`src/hdl/cfe_pkg.sv`:
```
// Shared types, constants and functions of the command frame encoder.
package cfe_pkg;

  // Opcode of a command.
  localparam logic OP_READ  = 1'b0;
  localparam logic OP_WRITE = 1'b1;

  // Frame constants.
  localparam logic [7:0] FRAME_SYNC     = 8'h1E;
  localparam logic [7:0] FRAME_WR_FLAG  = 8'h80;
  localparam logic [7:0] FRAME_POLY     = 8'h2F;
  localparam logic [7:0] FRAME_CRC_INIT = 8'h00;

  // Number of payload bytes ahead of the CRC in the longest frame.
  localparam int unsigned BODY_BYTES = 5;
  localparam int unsigned IDX_W      = 3;

  // Position of the CRC byte for each frame kind.
  localparam logic [IDX_W-1:0] READ_LAST_IDX  = 3'd3;
  localparam logic [IDX_W-1:0] WRITE_LAST_IDX = 3'd5;

  // A classified command: frame body bytes and the index of the CRC byte.
  typedef struct packed {
    logic [BODY_BYTES-1:0][7:0] body;
    logic [IDX_W-1:0]           last_idx;
  } frame_t;

  // One byte of CRC-8, polynomial 0x2F, MSB first.
  function automatic logic [7:0] crc8_byte(logic [7:0] crc, logic [7:0] data);
    logic [7:0] c;
    c = crc ^ data;
    for (int b = 0; b < 8; b++) begin
      if (c[7]) begin
        c = {c[6:0], 1'b0} ^ FRAME_POLY;
      end else begin
        c = {c[6:0], 1'b0};
      end
    end
    return c;
  endfunction

  // Bit reversal of one byte.
  function automatic logic [7:0] reverse8(logic [7:0] v);
    logic [7:0] r;
    for (int i = 0; i < 8; i++) begin
      r[7-i] = v[i];
    end
    return r;
  endfunction

endpackage

```
`src/hdl/cfe_if.sv`:
```
// Channel interfaces for commands in and frame bytes out.
interface cfe_cmd_if;
  logic        valid;
  logic        ready;
  logic        opcode;
  logic [6:0]  node_id;
  logic [7:0]  reg_addr;
  logic [15:0] write_data;

  modport source (output valid, opcode, node_id, reg_addr, write_data, input ready);
  modport sink   (input valid, opcode, node_id, reg_addr, write_data, output ready);
endinterface

interface cfe_byte_if;
  logic       valid;
  logic       ready;
  logic [7:0] tx_byte;
  logic       last_byte;

  modport source (output valid, tx_byte, last_byte, input ready);
  modport sink   (input valid, tx_byte, last_byte, output ready);
endinterface

```
`src/hdl/cfe_front.sv`:
```
// Front end: accepts commands and classifies them into frame descriptors.
module cfe_front (
  input  logic            clk,
  input  logic            rst,
  cfe_cmd_if.sink         cmd,
  output logic            fr_valid,
  input  logic            fr_ready,
  output cfe_pkg::frame_t fr
);

  logic            fr_valid_next;
  cfe_pkg::frame_t fr_next;
  logic            take;

  // A new command enters when the stage is empty or drains this cycle.
  assign cmd.ready = !fr_valid || fr_ready;
  assign take      = cmd.valid && cmd.ready;

  // Build the frame body and pick the frame length from the opcode.
  always_comb begin
    fr_next         = fr;
    fr_next.body[0] = cfe_pkg::FRAME_SYNC;
    fr_next.body[2] = cmd.reg_addr;
    if (cmd.opcode == cfe_pkg::OP_WRITE) begin
      fr_next.body[1]  = {1'b0, cmd.node_id} | cfe_pkg::FRAME_WR_FLAG;
      fr_next.body[3]  = cmd.write_data[15:8];
      fr_next.body[4]  = cmd.write_data[7:0];
      fr_next.last_idx = cfe_pkg::WRITE_LAST_IDX;
    end else begin
      fr_next.body[1]  = {1'b0, cmd.node_id};
      fr_next.body[3]  = 8'h00;
      fr_next.body[4]  = 8'h00;
      fr_next.last_idx = cfe_pkg::READ_LAST_IDX;
    end
  end

  always_comb begin
    fr_valid_next = fr_valid;
    if (take) begin
      fr_valid_next = 1'b1;
    end else if (fr_ready) begin
      fr_valid_next = 1'b0;
    end
  end

  // Stage register; the descriptor itself needs no reset.
  always_ff @(posedge clk) begin
    if (rst) begin
      fr_valid <= 1'b0;
    end else begin
      fr_valid <= fr_valid_next;
    end
  end

  always_ff @(posedge clk) begin
    if (take) begin
      fr <= fr_next;
    end
  end

endmodule

```
`src/hdl/cfe_queue.sv`:
```
// Short queue of frame descriptors between the front and back ends.
module cfe_queue #(
  parameter int unsigned DEPTH = 2
) (
  input  logic            clk,
  input  logic            rst,
  input  logic            push_valid,
  output logic            push_ready,
  input  cfe_pkg::frame_t push_data,
  output logic            pop_valid,
  input  logic            pop_ready,
  output cfe_pkg::frame_t pop_data
);

  localparam int unsigned PTR_W = $clog2(DEPTH);
  localparam int unsigned CNT_W = $clog2(DEPTH + 1);

  cfe_pkg::frame_t  mem [DEPTH];
  logic [PTR_W-1:0] wr_ptr;
  logic [PTR_W-1:0] rd_ptr;
  logic [CNT_W-1:0] count;
  logic             push;
  logic             pop;

  assign push_ready = (count != CNT_W'(DEPTH));
  assign pop_valid  = (count != '0);
  assign push       = push_valid && push_ready;
  assign pop        = pop_valid && pop_ready;
  assign pop_data   = mem[rd_ptr];

  // Storage write.
  always_ff @(posedge clk) begin
    if (push) begin
      mem[wr_ptr] <= push_data;
    end
  end

  // Pointers wrap at the depth; the count tracks occupancy.
  always_ff @(posedge clk) begin
    if (rst) begin
      wr_ptr <= '0;
      rd_ptr <= '0;
      count  <= '0;
    end else begin
      if (push) begin
        wr_ptr <= (wr_ptr == PTR_W'(DEPTH - 1)) ? '0 : wr_ptr + 1'b1;
      end
      if (pop) begin
        rd_ptr <= (rd_ptr == PTR_W'(DEPTH - 1)) ? '0 : rd_ptr + 1'b1;
      end
      if (push && !pop) begin
        count <= count + 1'b1;
      end else if (pop && !push) begin
        count <= count - 1'b1;
      end
    end
  end

endmodule

```
`src/hdl/cfe_back.sv`:
```
// Back end: serializes one frame a byte per cycle while the receiver is ready and appends the CRC.
module cfe_back (
  input  logic            clk,
  input  logic            rst,
  input  logic            fr_valid,
  output logic            fr_ready,
  input  cfe_pkg::frame_t fr,
  cfe_byte_if.source      tx
);

  cfe_pkg::frame_t           cur;
  logic                      busy;
  logic [cfe_pkg::IDX_W-1:0] idx;
  logic [7:0]                crc;
  logic                      out_valid;
  logic [7:0]                out_byte;
  logic                      out_last;

  logic                      busy_next;
  logic [cfe_pkg::IDX_W-1:0] idx_next;
  logic [7:0]                crc_next;
  logic                      out_valid_next;
  logic [7:0]                out_byte_next;
  logic                      out_last_next;
  logic                      advance;
  logic                      at_crc;
  logic                      load;
  logic [7:0]                cur_byte;

  assign tx.valid     = out_valid;
  assign tx.tx_byte   = out_byte;
  assign tx.last_byte = out_last;

  // A byte moves out when the output register is free or being emptied.
  assign advance  = busy && (!out_valid || tx.ready);
  assign at_crc   = (idx == cur.last_idx);
  assign cur_byte = at_crc ? crc : cur.body[idx];

  // Next frame is taken when idle or when the current one sends its CRC.
  assign fr_ready = !busy || (advance && at_crc);
  assign load     = fr_valid && fr_ready;

  always_comb begin
    busy_next      = busy;
    idx_next       = idx;
    crc_next       = crc;
    out_valid_next = out_valid;
    out_byte_next  = out_byte;
    out_last_next  = out_last;

    // Output register drains when taken.
    if (tx.ready) begin
      out_valid_next = 1'b0;
    end

    // Emit the current byte and fold it into the running CRC.
    if (advance) begin
      out_valid_next = 1'b1;
      out_byte_next  = cfe_pkg::reverse8(cur_byte);
      out_last_next  = at_crc;
      crc_next       = cfe_pkg::crc8_byte(crc, cur_byte);
      idx_next       = idx + 1'b1;
      if (at_crc) begin
        busy_next = 1'b0;
      end
    end

    // Start the next frame from the first byte with a fresh CRC.
    if (load) begin
      busy_next = 1'b1;
      idx_next  = '0;
      crc_next  = cfe_pkg::FRAME_CRC_INIT;
    end
  end

  // Control state.
  always_ff @(posedge clk) begin
    if (rst) begin
      busy      <= 1'b0;
      out_valid <= 1'b0;
    end else begin
      busy      <= busy_next;
      out_valid <= out_valid_next;
    end
  end

  // Payload state.
  always_ff @(posedge clk) begin
    idx      <= idx_next;
    crc      <= crc_next;
    out_byte <= out_byte_next;
    out_last <= out_last_next;
    if (load) begin
      cur <= fr;
    end
  end

endmodule

```
`src/hdl/crc_framed_register_command_encoder_unit.sv`:
```
// Top level of the register command frame encoder.
// A command passes the front stage, the queue and the back end's output register before its first byte appears.
// A write frame has six bytes and a read frame four, sent one byte per cycle while the
// receiver is ready; frames follow without a gap when the next one is already queued.
// Commands queue ahead of the serializer, so new ones are taken while a frame is sent.
// Synchronous reset empties the front stage, the queue and the output register.
module crc_framed_register_command_encoder_unit #(
  parameter int unsigned QUEUE_DEPTH = 2
) (
  input  logic       clk,
  input  logic       rst,
  cfe_cmd_if.sink    cmd,
  cfe_byte_if.source tx
);

  logic            f_valid;
  logic            f_ready;
  cfe_pkg::frame_t f_frame;
  logic            b_valid;
  logic            b_ready;
  cfe_pkg::frame_t b_frame;

  // Command intake and classification.
  cfe_front u_front (
    .clk      (clk),
    .rst      (rst),
    .cmd      (cmd),
    .fr_valid (f_valid),
    .fr_ready (f_ready),
    .fr       (f_frame)
  );

  // Decoupling queue.
  cfe_queue #(
    .DEPTH (QUEUE_DEPTH)
  ) u_queue (
    .clk        (clk),
    .rst        (rst),
    .push_valid (f_valid),
    .push_ready (f_ready),
    .push_data  (f_frame),
    .pop_valid  (b_valid),
    .pop_ready  (b_ready),
    .pop_data   (b_frame)
  );

  // Byte serializer with CRC.
  cfe_back u_back (
    .clk      (clk),
    .rst      (rst),
    .fr_valid (b_valid),
    .fr_ready (b_ready),
    .fr       (b_frame),
    .tx       (tx)
  );

endmodule

```
`src/flat_wrapper.sv`:
```
// flat-port wrapper written by rule: the top's interface ports become plain ports
module crc_framed_register_command_encoder_unit_flat 
#(
  parameter int unsigned QUEUE_DEPTH = 2
)
  (clk, rst, cmd_valid, cmd_opcode, cmd_node_id, cmd_reg_addr, cmd_write_data, cmd_ready, tx_valid, tx_tx_byte, tx_last_byte, tx_ready);
  cfe_cmd_if cmd_i ();
  cfe_byte_if tx_i ();
  input  logic clk;
  input  logic rst;
  input wire logic [$bits(cmd_i.valid)-1:0] cmd_valid;
  input wire logic [$bits(cmd_i.opcode)-1:0] cmd_opcode;
  input wire logic [$bits(cmd_i.node_id)-1:0] cmd_node_id;
  input wire logic [$bits(cmd_i.reg_addr)-1:0] cmd_reg_addr;
  input wire logic [$bits(cmd_i.write_data)-1:0] cmd_write_data;
  output wire logic [$bits(cmd_i.ready)-1:0] cmd_ready;
  output wire logic [$bits(tx_i.valid)-1:0] tx_valid;
  output wire logic [$bits(tx_i.tx_byte)-1:0] tx_tx_byte;
  output wire logic [$bits(tx_i.last_byte)-1:0] tx_last_byte;
  input wire logic [$bits(tx_i.ready)-1:0] tx_ready;
  assign cmd_i.valid = cmd_valid;
  assign cmd_i.opcode = cmd_opcode;
  assign cmd_i.node_id = cmd_node_id;
  assign cmd_i.reg_addr = cmd_reg_addr;
  assign cmd_i.write_data = cmd_write_data;
  assign cmd_ready = cmd_i.ready;
  assign tx_valid = tx_i.valid;
  assign tx_tx_byte = tx_i.tx_byte;
  assign tx_last_byte = tx_i.last_byte;
  assign tx_i.ready = tx_ready;
  crc_framed_register_command_encoder_unit #(.QUEUE_DEPTH(QUEUE_DEPTH)) u_core (.clk(clk), .rst(rst), .cmd(cmd_i), .tx(tx_i));
endmodule
```
`config.mk`:
```
export PLATFORM = sky130hd
export DESIGN_NAME = crc_framed_register_command_encoder_unit_flat
export DESIGN_NICKNAME = d
export VERILOG_FILES = /design/src/hdl/cfe_pkg.sv /design/src/hdl/cfe_if.sv /design/src/hdl/cfe_front.sv /design/src/hdl/cfe_queue.sv /design/src/hdl/cfe_back.sv /design/src/hdl/crc_framed_register_command_encoder_unit.sv /design/src/flat_wrapper.sv
export SDC_FILE = /design/constraint.sdc
export NUM_CORES = 1
export LEC_CHECK = 0
export ABC_AREA = 1
export BUFFER_PORTS_ARGS = -buffer_cell sky130_fd_sc_hd__buf_2
export CORE_ASPECT_RATIO = 1.5
export CORE_UTILIZATION = 40
export DETAILED_ROUTE_END_ITERATION = 10
export PLACE_DENSITY_LB_ADDON = 0.15
export SLEW_MARGIN = 20
export SYNTH_ARGS = -nofsm -noshare
export SYNTH_HDL_FRONTEND = slang
export SYNTH_SLANG_ARGS = --single-unit
```
`constraint.sdc`:
```
create_clock -name clk -period 7.85 [get_ports clk]
set_input_delay 0.3925 -clock clk [delete_from_list [all_inputs] [get_ports clk]]
set_output_delay 0.3925 -clock clk [all_outputs]
set_load 0.05 [all_outputs]
```
**Yosys cells after proc, flatten, opt, wreduce, memory -nomap -nowiden**

Memory sizes are Yosys's and may differ from the RTL's. A register that Yosys moved wholly into a read port is not among the register bits.
Index checks and enable logic that the tools add are counted.

- Bits in registers: 70
- Memory bits (writable): 70
- Input port bits: 36
- Logic and storage cells: 89
- Memories kept: 1

Memory list:

| name | words | bits a word | read ports | clocked after memory_dff | wr ports | RTL line | text |
|---|---|---|---|---|---|---|---|
| u_core.u_queue.mem | 2 | 35 | 1 | 1 | 1 | cfe_queue.sv:18 | `cfe_pkg::frame_t mem [DEPTH];` |

- Add/sub/neg operators: 5
- $lt $le $gt $ge: 1
- Equality and inequality tests: 2
- Mux-type cells: 33
- Bitwise operators: 9
- Reduce and logical (&&, ||, !) cells: 22

Operator list:

| kind | number |
|---|---|
| $mux W8 | 10 |
| $mux W6 | 8 |
| $not A5 Y5 | 8 |
| $bmux W8 S3 | 1 |
| $reduce_bool A2 Y1 | 6 |
| $mux W1 | 11 |
| $xor A8 B8 Y8 | 1 |
| $logic_and A1 B1 Y1 | 7 |
| $logic_not A1 Y1 | 5 |
| $lt A3 B4 Y1 const B | 1 |
| $mux W2 | 2 |
| $add A3 B1 Y3 const B | 1 |
| $eq A3 B3 Y1 | 1 |
| $logic_or A1 B1 Y1 | 3 |
| $mux W3 | 1 |
| $add A1 B1 Y1 const B | 2 |
| $add A2 B1 Y2 const B | 1 |
| $ne A2 B2 Y1 const B | 1 |
| $reduce_and A2 Y1 | 1 |
| $sub A2 B1 Y2 const B | 1 |

**Logic depth before layout (Yosys ltp)**

- Word-level depth: 27
- Depth in mapped cells: 20
- Gate-level depth less buffers: 20

**Cells and area by module**

From an unflattened synthesis, not the netlist that was laid out.

- Cells, all modules: 607
- Area total of the unflattened synthesis: 7,997.7 µm²

By module, submodules not included:

| module | times used | cells each | area an instance (µm²) | sequential area each (µm²) |
|---|---|---|---|---|
| cfe_queue | 1 | 171 | 3,547.2 | 2,682.6 |
| cfe_back | 1 | 350 | 3,183.1 | 1,821.7 |
| cfe_front | 1 | 86 | 1,267.5 | 1,011.0 |

**Worst setup path after synthesis**

Ideal clock, no wire load.

- Path type: flip-flop to flip-flop
- Start: reg u_core.u_back.out_valid, in the netlist u_core.u_back.tx.valid
- End: reg u_core.u_queue.count[1]
- Setup time: 58 ps
- Arrival time: 3,224 ps
- Slack: 4,569 ps
- Cell stages (with the launch flop): 12
- Buffers on the path: 0
- Cells stage by stage: dfxtp_1 > nand2_1 > nand2_1 > clkinv_1 > a21oi_1 > a21oi_2 > inv_1 > ha_1 > a21oi_1 > o21ai_0 > a21oi_1 > o21a_1

- Cells in the longest elaborated chain, start to end: 9

RTL lines:

| what | RTL line | text |
|---|---|---|
| start: declaration | cfe_back.sv:15 | `logic out_valid;` |
| start signal: assignment | cfe_back.sv:83 | `out_valid <= out_valid_next;` |
| $logic_not A1 Y1 * | cfe_back.sv:35 | `assign advance = busy && (!out_valid \|\| tx.ready);` |
| $logic_or A1 B1 Y1 * | cfe_back.sv:35 |  |
| $logic_and A1 B1 Y1 * | cfe_back.sv:35 |  |
| $logic_and A1 B1 Y1 * | cfe_back.sv:40 | `assign fr_ready = !busy \|\| (advance && at_crc);` |
| $logic_or A1 B1 Y1 * | cfe_back.sv:40 |  |
| $logic_and A1 B1 Y1 * | cfe_queue.sv:28 | `assign pop = pop_valid && pop_ready;` |
| $logic_not A1 Y1 | cfe_queue.sv:51 | `if (push && !pop) begin` |
| $logic_and A1 B1 Y1 | cfe_queue.sv:51 |  |
| $mux W2 / $reduce_bool A2 Y1 (equally long branches) | n/a |  |
| end signal: assignment | cfe_queue.sv:52 | `count <= count + 1'b1;` |
| end signal: assignment | cfe_queue.sv:54 | `count <= count - 1'b1;` |
| end: declaration | cfe_queue.sv:21 | `logic [CNT_W-1:0] count;` |

Every way passes the cells marked *; elsewhere a longest branch is shown, timed or not.
A chain may end at the register's enable or synchronous reset.

**Worst setup path in the final report**

Same ends and word-level chain as after synthesis.

==> results.yml <==
outcome:
  status: "completed"
setup_path:
  required_ps: 8210
  critical-path-top-delay-family: "compound AO/OA/AOI/OAI gates"
  path_class: "flip-flop to flip-flop"
  timing.rr.end: "u_core.u_queue.count[1]$_SDFFE_PP0P_"
  crit_arrival_ps: 3230
  reg2regPathDepth: 11
  crit_path_max_incr_delay_ps: 640
  slowest_stage: "clkinv_1"
  timing.rr.start: "u_core.u_back.tx.valid$_SDFFE_PP0P_"
  crit_cells: 11
  crit_path_end: "u_core.u_queue.count[1]$_SDFFE_PP0P_"
  critical_path.max_fanout: 26
  crit_start: "u_core.u_back.tx.valid$_SDFFE_PP0P_"
  end_kind: "flip-flop"
  rrSetupSlack_ps: 4980
  cp_common_cell: "a21oi_1"
  path_cells: "nand2_1, nand2_1, clkinv_1, a21oi_1, a21oi_4, inv_1, ha_1, a21oi_1, o21ai_0, a21oi_1, o21a_1"
  start_kind: "flip-flop"
  path_buf_inv: 2
timing:
  maxSlewViolCount: 0
  finClkSkew_ps: 8.66
  setup_viol: 0
  setup_ws_ps: 4980
  timing.slew.headroom_pct: 51.3
  fmaxAchievable_mhz: 348
  post-route-period-util_pct: 36.6
  finalHoldViolations: 0
  rsz0062_at_grt: "no"
  tightest_slew_ps: 727
  fin_setup_tns_ps: 0
  period_minus_slack_ps: 2870
clocking:
  worstSkewPairLatency_ps: 410
  ctsHoldBuffers: 0
  cts_setup_buffers: 0
  cts-root-buf: "clkbuf_16"
  cts_resized: 0
  clock_tree.buffer_depth: 2
  clkSinkCount: 159
  numCtsBuffers: 17
  h-tree-depth: 4
  tritoncts: "built"
  cts.clk_slew.worst_paths_ps: 70
synthesis:
  synth_edf_count: 141
  synth.area.top_cells: "edfxtp_1 64%, nand2_1 13%, dfxtp_1 5.5%, inv_1 3.2%, nand3_1 2.8%"
  yosys_warnings: 0
  ys.flop_type: "edfxtp_1"
  yosysTopAreaCell: "edfxtp_1"
  ys_async_sr_fraction_pct: 0
  ys_types: 33
  avgSynthCellArea_um2: 11.2
  syn_nets: 629
  synth_cells: 591
  synth-seq-cells: 159
  synth_most_common_cell: "nand2_1"
  synth_commonest_cells: "223 x nand2_1, 141 x edfxtp_1, 56 x inv_1, 37 x nand3_1, 18 x dfxtp_1"
  seq_area_frac_synth_pct: 69.7
  netlist_area_um2: 6590
  synth_top_area_share_pct: 64.2
global_routing:
  grt_max_degree: 42
  grt_pass1_vias: 3986
  track_usage_pct: 15.3
  grt.overflow.total: 0
  antenna_found_initial: 0
  grt_pass1_wl_um: 19700
placement:
  dpl_cell_area_um2: 7050
  portBuffers: 46
  hpwlAfterDp_um: 7990
  dpl_worst_slack_ps: 4760
  dp_cells: 833
  gp_congestion: 0.804
detailed_routing:
  drc: 0
  wire_per_inst_um: 13.8
  ant_nets: 0
  wl_met1_um: 4870
  routed.top_layer: "met4"
  first_pass_iters: 4
  wl_met3_um: 306
  drt-total-wl_um: 11900
  drt-initial-drc-count: 189
  via_count: 3973
  viasPerCell: 4.60
  route.met2.wl_um: 6460
power:
  power_density_nw_per_um2: 427
  finalPower_w: 0.00326
  ir_worst_vdd_v: 0.000209
  p_leak_nw: 3.24
final_layout:
  syn2layout_area_growth_pct: 15.8
  fin_cells: 864
  design_area_um2: 7630
  fillers: 1443
  drive_gt1_share_pct: 19.1
  fin_nets: 684
  antenna_cells: 0
flow_run:
  maxCapViolCount: 0
die:
  die_h_um: 159
  core_area_um2: 16200
  initial_utilization_pct: 40.7
  pin_count: 47
  std_cell_rows: 57
  die_w_um: 107
  dieArea_um2: 17000
hold_path:
  hold_class: "input pin to flip-flop"
-- registers in the layout, indices dropped and copies added, names as in the netlist, 2 cells and up --
| register | flops |
|---|---|
| u_core.u_back.idx | 3 |
| u_core.u_back.tx.tx_byte | 8 |
| u_core.u_back.cur | 33 |
| u_core.u_queue.count | 2 |
| u_core.u_front.fr | 33 |
| u_core.u_queue.mem | 66 |
| u_core.u_back.crc | 8 |
-- area by class of cell --
class / instances / area (µm²) / area share (%)
multi-input combinational: 351 / 1680 / 22.0
clock buffer: 17 / 425 / 5.57
sequential: 159 / 4590 / 60.2
tap: 206 / 258 / 3.38
clock inverter: 14 / 156 / 2.05
inverter: 66 / 248 / 3.25
timing repair buffer: 51 / 268 / 3.51
-- worst min path at each step --
stage	start	end	slack, ps	cells past startpoint
5_1_grt	cmd_reg_addr[3]	u_core.u_front.fr[22]$_DFFE_PP_	120	1
6_report	cmd_reg_addr[3]	u_core.u_front.fr[22]$_DFFE_PP_	150	1
2_1_floorplan	u_core.u_front.fr[18]$_DFFE_PP_	u_core.u_queue.mem[0][10]$_DFFE_PP_	420	0
3_5_place_dp	u_core.u_front.fr[17]$_DFFE_PP_	u_core.u_queue.mem[0][9]$_DFFE_PP_	430	0
4_1_cts	cmd_reg_addr[3]	u_core.u_front.fr[22]$_DFFE_PP_	130	1
3_3_place_gp	u_core.u_front.fr[18]$_DFFE_PP_	u_core.u_queue.mem[1][10]$_DFFE_PP_	420	0
-- worst reg2reg max path: stages (launching register included) --
cell and delay, ps:
dfxtp_1 330, nand2_1 80, nand2_1 200, clkinv_1 640
a21oi_1 540, a21oi_4 50, inv_1 190, ha_1 290
a21oi_1 110, o21ai_0 120, a21oi_1 150, o21a_1 130
-- metrics by stage --
step | util (%) | hold WS, ps
final | 47.1 | 149
after global routing | 47.1 | 122
after CTS | 47.1 | 131
after detailed placement | 43.6 | 430
after global placement | 43.6 | 424
after floorplan | - | 421
-- cell usage in the layout, fill, tap and decap left out, types with 3 or more instances in the layout --
cell type	count
nand2_1	223
edfxtp_1	141
inv_1	56
buf_2	46
nand3_1	37
dfxtp_1	18
clkbuf_16	17
a21oi_1	15
o21ai_0	12
nor2_1	11
nand2_2	11
inv_2	9
nand3_2	9
nand2_4	6
xor2_1	5
inv_6	5
buf_4	5
nor2_2	3
nand4_1	3
-- layer usage --
layer | track usage (%) | vias to the layer above
met4 | 6.66 | 0
li1 | - | 2064
met3 | 3.36 | 16
met5 | 0 | -
met2 | 27.6 | 69
met1 | 17.1 | 1824
-- cells by family (layout without fill, tap and decap cells) --
family	after synthesis	after routing	synth area share [%]
buf+inv	81	148	4.95
xor+xnor	8	8	1.29
compound gates	32	32	2.62
simple gates	309	309	21.1
flops	159	159	69.7
fa+ha+maj	2	2	0.380
-- report_power, final --
group	total, W	leakage, nW	switching, W	internal [W]
logic	0.00118	1.47	0.000830	0.000354
registers	0.00126	1.48	0.0000810	0.00118
clock network	0.000808	0.286	0.000334	0.000474
No activity file was read; power rests on OpenSTA's default activity.
